===== src/rtl/core/ilt_pkg.sv =====
// shared types and constants for the i/o request latency tracker
// depends on nothing; imported by every module of the block
package ilt_pkg;

    localparam int TABLE_DEPTH = 64;
    localparam int IDX_W       = $clog2(TABLE_DEPTH);
    localparam int KB_SHIFT    = 10;
    localparam int KB_W        = 32 - KB_SHIFT;

    // event kinds on the op field
    localparam logic [1:0] OP_QUEUE    = 2'd0;
    localparam logic [1:0] OP_MERGE    = 2'd1;
    localparam logic [1:0] OP_ISSUE    = 2'd2;
    localparam logic [1:0] OP_COMPLETE = 2'd3;

    // result status codes
    localparam logic [2:0] ST_OK      = 3'd0;
    localparam logic [2:0] ST_OFF     = 3'd1;
    localparam logic [2:0] ST_MISSING = 3'd2;
    localparam logic [2:0] ST_COLLIDE = 3'd3;
    localparam logic [2:0] ST_FULL    = 3'd4;

    // classified commands passed from front to back
    localparam logic [2:0] CMD_OFF      = 3'd0;
    localparam logic [2:0] CMD_QUEUE    = 3'd1;
    localparam logic [2:0] CMD_MERGE    = 3'd2;
    localparam logic [2:0] CMD_ISSUE    = 3'd3;
    localparam logic [2:0] CMD_COMPLETE = 3'd4;

    // configuration register word indexes
    localparam logic REG_TRACK = 1'b0;

    typedef struct packed {
        logic [2:0]      cmd;
        logic [63:0]     key;
        logic [KB_W-1:0] kb;
        logic [63:0]     stamp;
    } cmd_t;

    typedef struct packed {
        logic [63:0] latency;
        logic        latency_valid;
        logic [2:0]  status;
    } res_t;

endpackage


===== src/rtl/core/ilt_res_queue.sv =====
// two-entry queue of result words on the output side
// depends on ilt_pkg
module ilt_res_queue (
    input  logic          clk,
    input  logic          rst_n,
    input  logic          wr,
    input  ilt_pkg::res_t wr_data,
    output logic          q_full,
    input  logic          rd,
    output logic          q_empty,
    output ilt_pkg::res_t rd_data
);
    import ilt_pkg::*;

    res_t       slot_reg [2];
    logic       wr_ptr_reg, wr_ptr_next;
    logic       rd_ptr_reg, rd_ptr_next;
    logic [1:0] count_reg, count_next;
    logic       do_wr, do_rd;

    assign q_full  = (count_reg == 2'd2);
    assign q_empty = (count_reg == 2'd0);
    assign do_wr   = wr && !q_full;
    assign do_rd   = rd && !q_empty;
    assign rd_data = slot_reg[rd_ptr_reg];

    always_comb
    begin
        wr_ptr_next = wr_ptr_reg ^ do_wr;
        rd_ptr_next = rd_ptr_reg ^ do_rd;
        count_next  = count_reg + {1'b0, do_wr} - {1'b0, do_rd};
    end

    always_ff @(posedge clk or negedge rst_n)
    begin
        if (!rst_n)
        begin
            wr_ptr_reg <= 1'b0;
            rd_ptr_reg <= 1'b0;
            count_reg  <= 2'd0;
        end
        else
        begin
            wr_ptr_reg <= wr_ptr_next;
            rd_ptr_reg <= rd_ptr_next;
            count_reg  <= count_next;
        end
    end

    always_ff @(posedge clk)
    begin
        if (do_wr)
        begin
            slot_reg[wr_ptr_reg] <= wr_data;
        end
    end

endmodule


===== config.mk =====
export PLATFORM = sky130hd
export DESIGN_NAME = ilt_res_queue
export DESIGN_NICKNAME = d
export VERILOG_FILES = /design/src/rtl/core/ilt_pkg.sv /design/src/rtl/core/ilt_res_queue.sv
export SDC_FILE = /design/constraint.sdc
export NUM_CORES = 1
export LEC_CHECK = 0
export ABC_AREA = 1
export BUFFER_PORTS_ARGS = -buffer_cell sky130_fd_sc_hd__clkbuf_2
export CAP_MARGIN = 20
export CORE_MARGIN = 8
export CORE_UTILIZATION = 37
export CTS_CLUSTER_DIAMETER = 50
export DETAILED_ROUTE_END_ITERATION = 8
export GPL_ROUTABILITY_DRIVEN = 0
export PLACE_DENSITY = 0.61
export SKIP_CTS_REPAIR_TIMING = 1
export SYNTH_ARGS = -nofsm -noshare
export SYNTH_HDL_FRONTEND = slang
export SYNTH_SLANG_ARGS = --single-unit

===== constraint.sdc =====
create_clock -name clk -period 3.4 [get_ports clk]
set_input_delay 1.02 -clock clk [delete_from_list [all_inputs] [get_ports clk]]
set_output_delay 1.02 -clock clk [all_outputs]
set_load 0.05 [all_outputs]

Yosys cells after proc, flatten, opt, wreduce, memory -nomap -nowiden
Memory sizes are Yosys's and may differ from the RTL's.
Index checks and enable logic that the tools add are counted.
{"block": "totals", "reg_bits": 4, "ramBits": 136, "in_bits": 72, "output_inout_bits": 70, "wordCells": 16, "n_memories": 1}
{"block": "op_classes", "addsub": 2, "n_eq_ne": 1, "n_mux": 2, "bitwise_logic": 2, "n_reduce_logical": 5}
{"memory": "slot_reg", "words": 2, "width": 68, "rd": 1, "rd_ports_with_merged_regs": 0, "wr": 1, "line_no": "ilt_res_queue.sv:15", "source": "res_t slot_reg [2];"}
{"cell": "$add A2 B1 Y2", "count": 1}
{"cell": "$eq A2 B2 Y1 const B", "count": 1}
{"cell": "$logic_and A1 B1 Y1", "count": 2}
{"cell": "$logic_not A1 Y1", "count": 2}
{"cell": "$logic_not A2 Y1", "count": 1}
{"cell": "$mux W1", "count": 2}
{"cell": "$sub A2 B1 Y2", "count": 1}
{"cell": "$xor A1 B1 Y1", "count": 2}

Depth between registers and ports, before layout
Gate-level depths: netlist of the first run.
{"block": "logic_depth", "depth_word": 5, "ltp_mapped": 10, "ltp_nobuf": 10}

Least setup slack after synthesis of the first run
Ideal clock, no wire load.
{"block": "synth_path", "kind": "input to register", "startpoint": "in wr", "endpoint": "mem slot_reg[1][0] (netlist name), enable pin", "setup_time_ns": 0.434, "arrival_time_ns": 2.841, "required_ns": 2.966, "setup_slack_ns": 0.125, "cell_stages": 3, "path_buffers": 0, "cell_sequence": "o21ai_0 > inv_1 > ha_1"}
{"block": "synth_via", "elab_chain_len": 3}
{"item": "start: declaration", "line_no": "ilt_res_queue.sv:6", "source": "input logic wr,"}
{"item": "$logic_and A1 B1 Y1", "line_no": "ilt_res_queue.sv:23", "source": "assign do_wr = wr && !q_full;"}
{"item": "$mux W1", "line_no": "ilt_res_queue.sv:52", "source": "if (do_wr)"}
{"item": "$mux W1 (not written as such)", "line_no": "ilt_res_queue.sv:54", "source": "slot_reg[wr_ptr_reg] <= wr_data;"}
{"item": "end: declaration", "line_no": "ilt_res_queue.sv:15"}
No other way between the ends.

==> impl_summary.md, run 1 <==
Run status
The flow ran to the end, and the final reports show no timing, DRC or antenna violations.

Detailed routing
Using the TritonRoute via totals, the vias-per-cell ratio works out to 4.47. The DRC violation total after the first TritonRoute iteration is ~160. The post-detailed-route count of antenna-violating nets is 0. The average routed wire per standard cell is 15.3 µm. The routed layout has between 3000 and 4000 vias. The first TritonRoute pass finished after 4 iterations.

The final layout contains routed wiring with a total length of 11.2 mm. The detailed-route DRC error count is 0.

Clocking
The clock net in this run drives a total of 140 sinks. The TritonCTS clock tree is yes. CTS placed an instance of sky130_fd_sc_hd__clkbuf_16 at the clock tree root. The clock passes through at most 2 buffers. After clock tree synthesis, the clock-pin slew on the worst setup and hold paths is approximately 60 ps. The number of clock buffers inserted by TritonCTS is 17. The later pin in the worst-skew pair is clocked with a latency of approximately 400 ps. The H-tree was split into 4 levels.

Yosys
In this run the mean area of a mapped cell was roughly 13 µm². Counting flops and latches in the post-synthesis netlist gives 140. The synthesized area is just over 5000 µm².

Counting every net in the synthesized netlist gives 463. The adder-cell share of the synthesized area is less than 1%. After Yosys synthesis, and, or, nand and nor cells account for between 10% and 20% of the synthesized area. The fraction of the mapped netlist area in compound gates is less than 1%.

The fraction of synthesized cell area in xor and xnor cells is 0%. The portion of synthesized area spent on multiplexers is 0%. Yosys mapped the design onto 12 distinct sky130hd cell types. The synthesized netlist cell count is around 390. By area, the combinational part of the netlist is dominated by simple AND/OR/NAND/NOR gates. Sequential cells were found to cover 80.5% of the synthesized design area. For this run, the number of Yosys warnings is 0.

Power
After layout, the design draws a total of approximately 7.6 mW. The total leakage power is approximately 3 nW. IR analysis of the VDD net gives a maximum drop of 0.594 mV. The areal power density over the cells is around 1100 nW/µm².

Global routing
The number of antenna violations at the first check in global routing is 0. The first global-routing pass estimated 17.5 mm of wire. The sum of overflow across all layers after global routing is 0. The via count of the first global-routing pass came to 3521.

The maximum number of pins on one net before global-route repair is 70. The global-route usage over all layers is approximately an eighth.

Placement
The count of input and output buffers is ~140. The post-placement cell count is approximately 700. The final HPWL from detailed placement is a little over 7 mm.

Timing
The number of max-slew violations in the final report came to 0. Of the available clock period, the critical path in the final layout requires about 88%. The final worst clock skew is 7.06 ps.

At the pin with the least slew margin, the transition time is approximately 750 ps. The minimum period implied by the final worst setup slack is slightly below 3000 ps. Setup violations remaining at the end of the flow were counted as 0. Derived from the worst setup path, the maximum achievable clock frequency is 0.335 GHz. The final hold violation count is 0. Setup repair after global routing left no endpoint under its margin. For the final routed database, the setup TNS stands at 0 ps. The headroom to the max-slew limit is between 40% and 50%.

Floorplan
From bottom edge to top edge, the die measures roughly 130 µm. The floorplan step set the die width to approximately 130 µm. The area of the core is 13800 µm².

142 I/O pins were placed. The full die area is around 18000 µm². The effective utilization at floorplan is ~38%. In this run the core area contains 43 standard-cell rows.

Worst setup path
The signal on the critical path passes through buf_4 > nand2_1 > nand2_1 > clkbuf_2. The kind of end point of the critical path is an output pin. The most numerous cell on the critical path is sky130_fd_sc_hd__nand2_1. The delay contributed by the slowest stage of the critical path is 610 ps.

Among all stages on the critical path, the largest delay is contributed by sky130_fd_sc_hd__buf_4. The nature of the critical path startpoint is a register. STA puts the critical path data required time at 2380 ps.

The highest net fanout along the worst path is 69. The critical path class is register to output pin. Data on the critical path arrives at its endpoint at between 1500 and 2000 ps. The kind of cell with the highest combined delay on the critical path is buffers and inverters.

The critical path contains buffers and inverters numbering 2 combined.

Cells and area
The number of nets in the final layout is about 600. The number of flip-flops in the largest register is about 140. The layout overhead on the synthesized area is 30.2%. The share of post-route cells with drive strength above 1 is roughly a third. The antenna diode count is 0. The count of cells in the finished layout, fillers not included, comes to around 730.

Min path
The path class of the tightest hold or removal check is input pin to asynchronous set/reset pin.

Flow run
The max-cap check violation count is 0.
## cell usage in the layout, fill, tap and decap left out, types with 2 or more instances in the layout
| master | synthesis | final |
|---|---|---|
| sky130_fd_sc_hd__nand2_1 | 213 | 213 |
| sky130_fd_sc_hd__clkbuf_2 | 0 | 141 |
| sky130_fd_sc_hd__edfxtp_1 | 136 | 136 |
| sky130_fd_sc_hd__clkbuf_16 | 0 | 17 |
| sky130_fd_sc_hd__inv_1 | 10 | 10 |
| sky130_fd_sc_hd__bufinv_16 | 0 | 6 |
| sky130_fd_sc_hd__clkinv_2 | 0 | 4 |
| sky130_fd_sc_hd__dfrtp_1 | 4 | 3 |
| sky130_fd_sc_hd__nand3_1 | 2 | 2 |
| sky130_fd_sc_hd__ha_1 | 4 | 2 |
| sky130_fd_sc_hd__ha_4 | 0 | 2 |
| sky130_fd_sc_hd__clkbuf_1 | 0 | 2 |
| sky130_fd_sc_hd__clkinv_4 | 0 | 2 |
| sky130_fd_sc_hd__buf_12 | 0 | 2 |
| sky130_fd_sc_hd__buf_4 | 2 | 2 |
## final timing paths
check                                  startpoint                         to  slack [ps]  cells after the start
max in group asynchronous                   rst_n       rd_ptr_reg$_DFF_PN0_        2840                      1
min                                         rst_n     count_reg[1]$_DFF_PN0_         410                      1
max reg2reg                count_reg[1]$_DFF_PN0_  slot_reg[0][52]$_DFFE_PP_        1490                      5
max                          rd_ptr_reg$_DFF_PN0_                rd_data[13]         420                      4
min reg2reg                count_reg[0]$_DFF_PN0_     count_reg[0]$_DFF_PN0_         570                      1
min in group clk           count_reg[0]$_DFF_PN0_     count_reg[0]$_DFF_PN0_         570                      1
## synthesized netlist by cell type
library cell               instances  area share, %
sky130_fd_sc_hd__buf_4             2           0.29
sky130_fd_sc_hd__nand3_1           2           0.19
sky130_fd_sc_hd__dfrtp_1           4            1.9
sky130_fd_sc_hd__buf_6             3           0.65
sky130_fd_sc_hd__inv_4             1           0.12
sky130_fd_sc_hd__nor2_1            1          0.072
sky130_fd_sc_hd__buf_2            10           0.96
sky130_fd_sc_hd__nand2_1         213             15
sky130_fd_sc_hd__o21ai_0           1          0.096
sky130_fd_sc_hd__inv_1            10           0.72
sky130_fd_sc_hd__ha_1              4           0.96
sky130_fd_sc_hd__edfxtp_1        136             79
## layer usage
| layer | track usage (%) | routed length, µm | share of wire [%] | up-vias |
|---|---|---|---|---|
| met1 | 13.8 | 4680 | 42 | 1536 |
| li1 | - | - | - | 1595 |
| met5 | 0 | 0 | 0 | - |
| met4 | 4.93 | 130 | 1.2 | 0 |
| met3 | 6.39 | 956 | 8.6 | 10 |
| met2 | 21.1 | 5400 | 48 | 115 |
## cell families after synthesis
group                    after synthesis
AND/OR/NAND/NOR                      216
flip-flops                           140
buffers and inverters                 26
adder cells (fa/ha/maj)                4
AO/OA/AOI/OAI                          1
## cell type report
cell class,count,area [µm²]
inverter,11,43.8
clock buffer,19,433
timing repair buffer,145,761
tap,180,225
clock inverter,13,221
sequential,140,4190
fill,1276,7010
multi-input combinational,221,893
## through the flow
step                instance area (µm²)  utilization (%)  setup slack (ps)  hold slack, ps
finish                             6760             49.1               416             409
global route                       6760             49.1               263             387
CTS                                6760             49.1               365             390
detailed placement                 6110             44.3               832             568
global placement                   6110             44.3               843             548
floorplan                          5190                -               125             517
## where the power goes
group	switching, mW	internal [mW]	total [mW]	leakage (nW)
clock network	0.667	1.37	2.04	0.322
registers	0.0950	2.36	2.46	1.31
logic	2.56	0.586	3.15	1.34
No activity file was read; power rests on OpenSTA's default activity.
==> run 2: changes to the inputs <==
BUFFER_PORTS_ARGS = unset   (was -buffer_cell sky130_fd_sc_hd__clkbuf_2)
DONT_BUFFER_PORTS = 1   (was unset)
PLACE_DENSITY = 0.52   (was 0.61)
==> impl_summary.md, run 2 (synthesis gave the netlist of run 1 again) <==
Run status
Run status: finished, final reports clean (unchanged).

Placement
The final HPWL from detailed placement is 6.95 mm (was 7.16 mm). The worst slack after detailed placement is 876 ps (was 832 ps). The count of input and output buffers is 0 (was 141).

Detailed routing
The routed via count divided by cell count is 4.58 (was 4.47). The DRC violation total after the first TritonRoute iteration is 145 (was 156). The met3 routed wirelength came to 1.65 mm (was 956 µm). The post-route met1 wirelength was 4.07 mm (was 4.68 mm). The detailed-route DRC error count is 0 (unchanged). The post-detailed-route count of antenna-violating nets is 0 (unchanged). The via total after detailed routing came to 2696 (was 3256). The average routed wire per standard cell came to 17.8 µm (was 15.3 µm). The met2 wire length is 4.61 mm (was 5.40 mm).

The detailed-router iteration count before antenna repair is 4 (unchanged). The uppermost metal layer occupied by signal nets is met4 (unchanged). The routed wire length came to 10.5 mm (was 11.2 mm).

Timing
The number of setup violations in the final report is 0 (unchanged). The share of the clock period used by the worst path after layout is 85.8% (was 87.8%). The actual transition at the worst max-transition pin came to 911 ps (was 752 ps). The accumulated negative setup slack is 0 ps (unchanged).

The fmax is 0.343 GHz (was 0.335 GHz). The final hold violation count is 0 (unchanged). The number of max-slew violations in the final report is 0 (unchanged). The headroom to the max-slew limit was 39.0% (was 49.9%). The final worst clock skew is 6.00 ps (was 7.06 ps).

The final worst slack is 483 ps (was 416 ps). The minimum period implied by the final worst setup slack is 2920 ps (was 2980 ps). RSZ-0062 raised after global routing: no (unchanged).

Cells and area
The antenna diode count is 0 (unchanged). The number of nets in the final layout is 473 (was 612). Leading cell types in the layout, fill and taps excluded: 213 x sky130_fd_sc_hd__nand2_1, 136 x sky130_fd_sc_hd__edfxtp_1, 17 x sky130_fd_sc_hd__clkbuf_16 (was 213 x sky130_fd_sc_hd__nand2_1, 141 x sky130_fd_sc_hd__clkbuf_2, 136 x sky130_fd_sc_hd__edfxtp_1). The number of flip-flops in the largest register is 136 (unchanged). The most common cell after layout, fill and taps aside was sky130_fd_sc_hd__nand2_1 (unchanged). The multi-input logic area is 893 µm² (unchanged). The layout overhead on the synthesized area came to 15.2% (was 30.2%). The register area is 4190 µm² (unchanged). The final-layout fill cell count is 1287 (was 1276).

The share of post-route cells with drive strength above 1 is 9.54% (was 32.4%).

Floorplan
The full die area was 18100 µm² (unchanged). The width of the chip is 134 µm (unchanged). The count of standard-cell rows came to 43 (unchanged). The area of the core is 13800 µm² (unchanged). The count of pins on the block boundary is 142 (unchanged). The height of the chip came to 134 µm (unchanged). The effective utilization at floorplan came to 37.7% (unchanged).

Global routing
The via count of the first global-routing pass was 2650 (was 3521). The sum of overflow across all layers after global routing is 0 (unchanged). The maximum number of pins on one net before global-route repair is 43 (was 70). The number of antenna violations at the first check in global routing is 0 (unchanged). The global-route wire length before repair came to 15.6 mm (was 17.5 mm). The global-route usage over all layers is 11.7% (was 12.8%).

Worst setup path
The critical path class was register to output pin (unchanged). The nature of the critical path startpoint is a register (unchanged). The highest net fanout along the worst path is 40 (was 69). The required arrival time at the worst endpoint was 2380 ps (about the same). The signal arrival time at the worst endpoint is 1900 ps (was 1960 ps). The kind of end point of the critical path is an output pin (unchanged).

Min path
The worst min-delay path category is input pin to asynchronous set/reset pin (unchanged).

Clocking
The number of levels in the clock H-tree is 4 (unchanged). The TritonCTS clock tree is yes (unchanged). The worst-skew pair later-pin latency is 410 ps (about the same). The clock sink total was 140 (unchanged). The master cell of the clock root buffer is sky130_fd_sc_hd__clkbuf_16 (unchanged). The deepest clock path buffer count was 2 (unchanged). The number of clock buffers inserted by TritonCTS is 17 (unchanged). The clock transition at the registers of the reported paths is 60 ps (about the same).

Flow run
The max-cap check violation count is 0 (unchanged).
## run 2: cell count changes in the layout (fill, tap and decap cells not counted)
| cell | change |
|---|---|
| sky130_fd_sc_hd__clkbuf_2 | -141 |
| sky130_fd_sc_hd__clkinvlp_4 | +5 |
| sky130_fd_sc_hd__bufinv_16 | -4 |
| sky130_fd_sc_hd__clkbuf_1 | -2 |
| sky130_fd_sc_hd__clkinv_4 | -2 |
| sky130_fd_sc_hd__buf_12 | +1 |
| sky130_fd_sc_hd__buf_4 | +1 |
| sky130_fd_sc_hd__clkinv_1 | +1 |
| sky130_fd_sc_hd__clkinv_2 | +1 |
## run 2: path summary, 6_finish.rpt
check	start	endpoint	slack [ps]	cells past startpoint
setup reg to reg	count_reg[1]$_DFF_PN0_	slot_reg[1][62]$_DFFE_PP_	1490	5
hold reg to reg	count_reg[0]$_DFF_PN0_	count_reg[0]$_DFF_PN0_	560	1
setup / recovery	rd_ptr_reg$_DFF_PN0_	rd_data[11]	480	4
hold / removal	rst_n	rd_ptr_reg$_DFF_PN0_	300	0
max in group asynchronous	rst_n	rd_ptr_reg$_DFF_PN0_	3020	0
min in group clk	count_reg[0]$_DFF_PN0_	count_reg[0]$_DFF_PN0_	560	1
## run 2: cell type report
cell class                 count  share of cell area [%]
clock inverter                14                    2.17
clock buffer                  17                    7.11
tap                          180                    3.76
multi-input combinational    221                    14.9
inverter                      11                   0.732
sequential                   140                    69.9
timing repair buffer           6                    1.38
## run 2: stage by stage
stage / hold slack (ps) / area (µm²) / util, % / instances
final: 300 / 5990 / 43.5 / 589
after global routing: 274 / 5990 / 43.5 / 589
after CTS: 276 / 5990 / 43.5 / 589
after detailed placement: 560 / 5430 / 39.4 / 558
after global placement: 539 / 5430 / 39.4 / 558
after floorplan: 517 / 5190 / - / 387
## run 2: per-layer routing
metal	track usage, %	vias to the layer above
li1	-	1317
met1	12.9	1248
met2	16.6	122
met3	8.54	9
met4	5.61	0
met5	0	-
## run 2: worst max-delay path, cell delays in order (launching register included)
cell	delay (ps)
sky130_fd_sc_hd__dfrtp_2	430
sky130_fd_sc_hd__inv_4	350
sky130_fd_sc_hd__buf_12	250
sky130_fd_sc_hd__nand2_1	70
sky130_fd_sc_hd__nand2_1	380
Power of run 2 is left out: the tool's default activity adds up to more than one toggle a clock period on the data nets, which glitch-free logic cannot reach.
==> run 3: changes to the inputs <==
ABC_AREA = unset   (was 1)
==> impl_summary.md, run 3 <==
Run status
Run status: finished, final reports clean (unchanged).

Worst setup path
The kind of cell with the highest combined delay on the critical path was multiplexers (was buffers and inverters). The kind of end point of the critical path is an output pin (unchanged). The required arrival time at the worst endpoint came to 2380 ps (about the same). The critical path class was register to output pin (unchanged). The delay contributed by the slowest stage of the critical path is 530 ps (was 430 ps). CP cell instances: buf_4 > mux2_2 (was inv_4 > buf_12 > nand2_1 > nand2_1).

The register-to-register setup slack came to 1530 ps (was 1490 ps). The total buffers and inverters traversed by the critical path is 1 (was 2). The highest net fanout along the worst path is 39 (was 40). The cell with the biggest individual delay on the critical path is sky130_fd_sc_hd__mux2_2 (was sky130_fd_sc_hd__dfrtp_2). The nature of the critical path startpoint is a register (unchanged).

The signal arrival time at the worst endpoint is 1850 ps (was 1900 ps).

Flow run
The max-cap check violation count is 0 (unchanged).

Yosys
The synthesized netlist cell count was 232 (was 387). The number of distinct library cells after synthesis came to 16 (was 12). Cell types occupying the most area after synthesis: sky130_fd_sc_hd__edfxtp_1 79%, sky130_fd_sc_hd__mux2_2 13%, sky130_fd_sc_hd__mux2_4 2.9%, sky130_fd_sc_hd__dfrtp_1 1.9%, sky130_fd_sc_hd__ha_1 0.97% (was sky130_fd_sc_hd__edfxtp_1 79%, sky130_fd_sc_hd__nand2_1 15%, sky130_fd_sc_hd__dfrtp_1 1.9%, sky130_fd_sc_hd__buf_2 0.96%, sky130_fd_sc_hd__ha_1 0.96%).

The count of flip-flops with a built-in enable after synthesis came to 136 (unchanged). The async set-or-reset flop fraction in the synthesized netlist came to 2.86% (unchanged). The number of nets in the synthesized netlist is 308 (was 463). Commonest cells post-synth: 136 x sky130_fd_sc_hd__edfxtp_1, 58 x sky130_fd_sc_hd__mux2_2, 10 x sky130_fd_sc_hd__mux2_4 (was 213 x sky130_fd_sc_hd__nand2_1, 136 x sky130_fd_sc_hd__edfxtp_1, 10 x sky130_fd_sc_hd__buf_2, 10 x sky130_fd_sc_hd__inv_1).

The sequential-to-total area share from yosys stat is 80.9% (was 80.5%). The number of register bits inferred by synthesis was 140 (unchanged). The fraction of synthesized cell area taken by the top area cell type is 79.0% (was 78.6%).

The flip-flop cell with the highest count after synthesis is sky130_fd_sc_hd__edfxtp_1 (unchanged). The mean instance size in the synthesized netlist was 22.3 µm² (was 13.4 µm²). The number of synthesis warnings came to 0 (unchanged). The most repeated cell in the gate-level netlist after synthesis is sky130_fd_sc_hd__edfxtp_1 (was sky130_fd_sc_hd__nand2_1). The synthesized area was 5170 µm² (was 5190 µm²). The most area-hungry cell type in the Yosys netlist was sky130_fd_sc_hd__edfxtp_1 (unchanged).

Global routing
The global-route wire length before repair is 13.8 mm (was 15.6 mm). The number of antenna violations at the first check in global routing is 0 (unchanged). The sum of overflow across all layers after global routing is 0 (unchanged).

The maximum number of pins on one net before global-route repair is 49 (was 43). The global-route usage over all layers was 10.7% (was 11.7%). The via count of the first global-routing pass is 2323 (was 2650).

Floorplan
The count of standard-cell rows is 43 (unchanged). The count of pins on the block boundary is 142 (unchanged). The height of the chip was 134 µm (about the same). The full die area came to 18000 µm² (was 18100 µm²).

The width of the chip is 134 µm (about the same). The effective utilization at floorplan is 37.5% (was 37.7%). The area of the core came to 13800 µm² (unchanged).

Clocking
The worst-skew pair later-pin latency came to 410 ps (about the same). The clock transition at the registers of the reported paths was 50 ps (was 60 ps). The clock sink total is 140 (unchanged). The TritonCTS clock tree is yes (unchanged).

The number of clock buffers inserted by TritonCTS is 17 (unchanged). The number of levels in the clock H-tree is 4 (unchanged). The master cell of the clock root buffer is sky130_fd_sc_hd__clkbuf_16 (unchanged). The deepest clock path buffer count is 2 (unchanged).

Min path
The worst min-delay path category is input pin to asynchronous set/reset pin (unchanged).

Detailed routing
The routed via count divided by cell count is 4.76 (was 4.58). The average routed wire per standard cell is 21.5 µm (was 17.8 µm). The post-detailed-route count of antenna-violating nets is 0 (unchanged). The detailed-route DRC error count is 0 (unchanged). The routed wire length is 9.45 mm (was 10.5 mm). The DRC violation total after the first TritonRoute iteration is 152 (was 145). The via total after detailed routing is 2095 (was 2696). The detailed-router iteration count before antenna repair is 4 (unchanged).

Timing
The final hold violation count is 0 (unchanged). The actual transition at the worst max-transition pin was 924 ps (was 911 ps). The headroom to the max-slew limit is 38.2% (was 39.0%).

The minimum period implied by the final worst setup slack is 2870 ps (was 2920 ps). The fmax was 0.348 GHz (was 0.343 GHz). The share of the clock period used by the worst path after layout is 84.5% (was 85.8%).

The final worst clock skew came to 5.63 ps (was 6.00 ps). The number of setup violations in the final report is 0 (unchanged). RSZ-0062 raised after global routing: no (unchanged).

The number of max-slew violations in the final report is 0 (unchanged). The accumulated negative setup slack is 0 ps (unchanged).

Cells and area
The number of flip-flops in the largest register was 136 (unchanged). The most common cell after layout, fill and taps aside is sky130_fd_sc_hd__edfxtp_1 (was sky130_fd_sc_hd__nand2_1). The antenna diode count is 0 (unchanged).

The share of post-route cells with drive strength above 1 came to 38.8% (was 9.54%). The number of nets in the final layout is 323 (was 473). The layout overhead on the synthesized area was 16.0% (was 15.2%). Leading cell types in the layout, fill and taps excluded: 136 x sky130_fd_sc_hd__edfxtp_1, 58 x sky130_fd_sc_hd__mux2_2, 17 x sky130_fd_sc_hd__clkbuf_16 (was 213 x sky130_fd_sc_hd__nand2_1, 136 x sky130_fd_sc_hd__edfxtp_1, 17 x sky130_fd_sc_hd__clkbuf_16).

The final core utilization is 43.5% (about the same). The area of all placed cells without fillers was 6000 µm² (was 5990 µm²).

Placement
The count of input and output buffers is 0 (unchanged). The final HPWL from detailed placement was 6.09 mm (was 6.95 mm). The total placed instance area is 5420 µm² (was 5430 µm²).
-- run 3: cell count changes in the layout (fill, tap and decap cells not counted), sizes merged, moves of 2 or more --
| cell | delta |
|---|---|
| mux2 | +68 |
| nand3 | -2 |
| buf | -2 |
| clkinvlp | -3 |
| inv | -6 |
| xnor2 | +2 |
| nand2 | -212 |
-- run 3: worst register-to-register path, stage by stage, from the launching register on --
cell	delay, ps
sky130_fd_sc_hd__dfrtp_1	420
sky130_fd_sc_hd__nand2b_1	120
sky130_fd_sc_hd__and2_1	260
sky130_fd_sc_hd__ha_4	380
sky130_fd_sc_hd__buf_12	320
-- run 3: cell families after synthesis --
family | share of synthesized area [%]
flops | 80.9
mux | 15.5
buf+inv | 1.50
fa+ha+maj | 0.968
simple gates | 0.387
xor+xnor | 0.508
compound gates | 0.145
-- run 3: per-stage QoR --
step | setup slack, ps | hold WS (ps) | cells
final | 527 | 304 | 440
after global routing | 437 | 276 | 440
after CTS | 476 | 279 | 440
after detailed placement | 930 | 527 | 408
after global placement | 949 | 510 | 408
after floorplan | 168 | 488 | 232
-- run 3: area by class of cell --
| cell class | instances | area (µm²) |
|---|---|---|
| Clock buffer | 18 | 429 |
| Clock inverter | 14 | 151 |
| Fill cell | 1206 | 7780 |
| Inverter | 4 | 15.0 |
| Multi-Input combinational cell | 80 | 932 |
| Sequential cell | 140 | 4190 |
| Tap cell | 180 | 225 |
| Timing Repair Buffer | 4 | 55.1 |
-- run 3: layer usage --
layer  up-vias  global-route usage [%]  share of wire [%]  wire length (µm)
met2        99                    16.3                 48              4550
met3        16                    8.12                 15              1390
met4         0                    5.80                1.9               184
li1        939                       -                  -                 -
met1      1041                    10.3                 35              3330
met5         -                       0                  0                 0
-- run 3: final timing paths --
| path | start | to | depth (start not counted) |
|---|---|---|---|
| min | rst_n | count_reg[0]$_DFF_PN0_ | 0 |
| max reg2reg | count_reg[1]$_DFF_PN0_ | slot_reg[0][52]$_DFFE_PP_ | 4 |
| min reg2reg | count_reg[1]$_DFF_PN0_ | count_reg[1]$_DFF_PN0_ | 1 |
| min in group clk | count_reg[1]$_DFF_PN0_ | count_reg[1]$_DFF_PN0_ | 1 |
| max | rd_ptr_reg$_DFF_PN0_ | rd_data[25] | 2 |
| max in group asynchronous | rst_n | rd_ptr_reg$_DFF_PN0_ | 0 |
Power of run 3 is left out for the same reason.
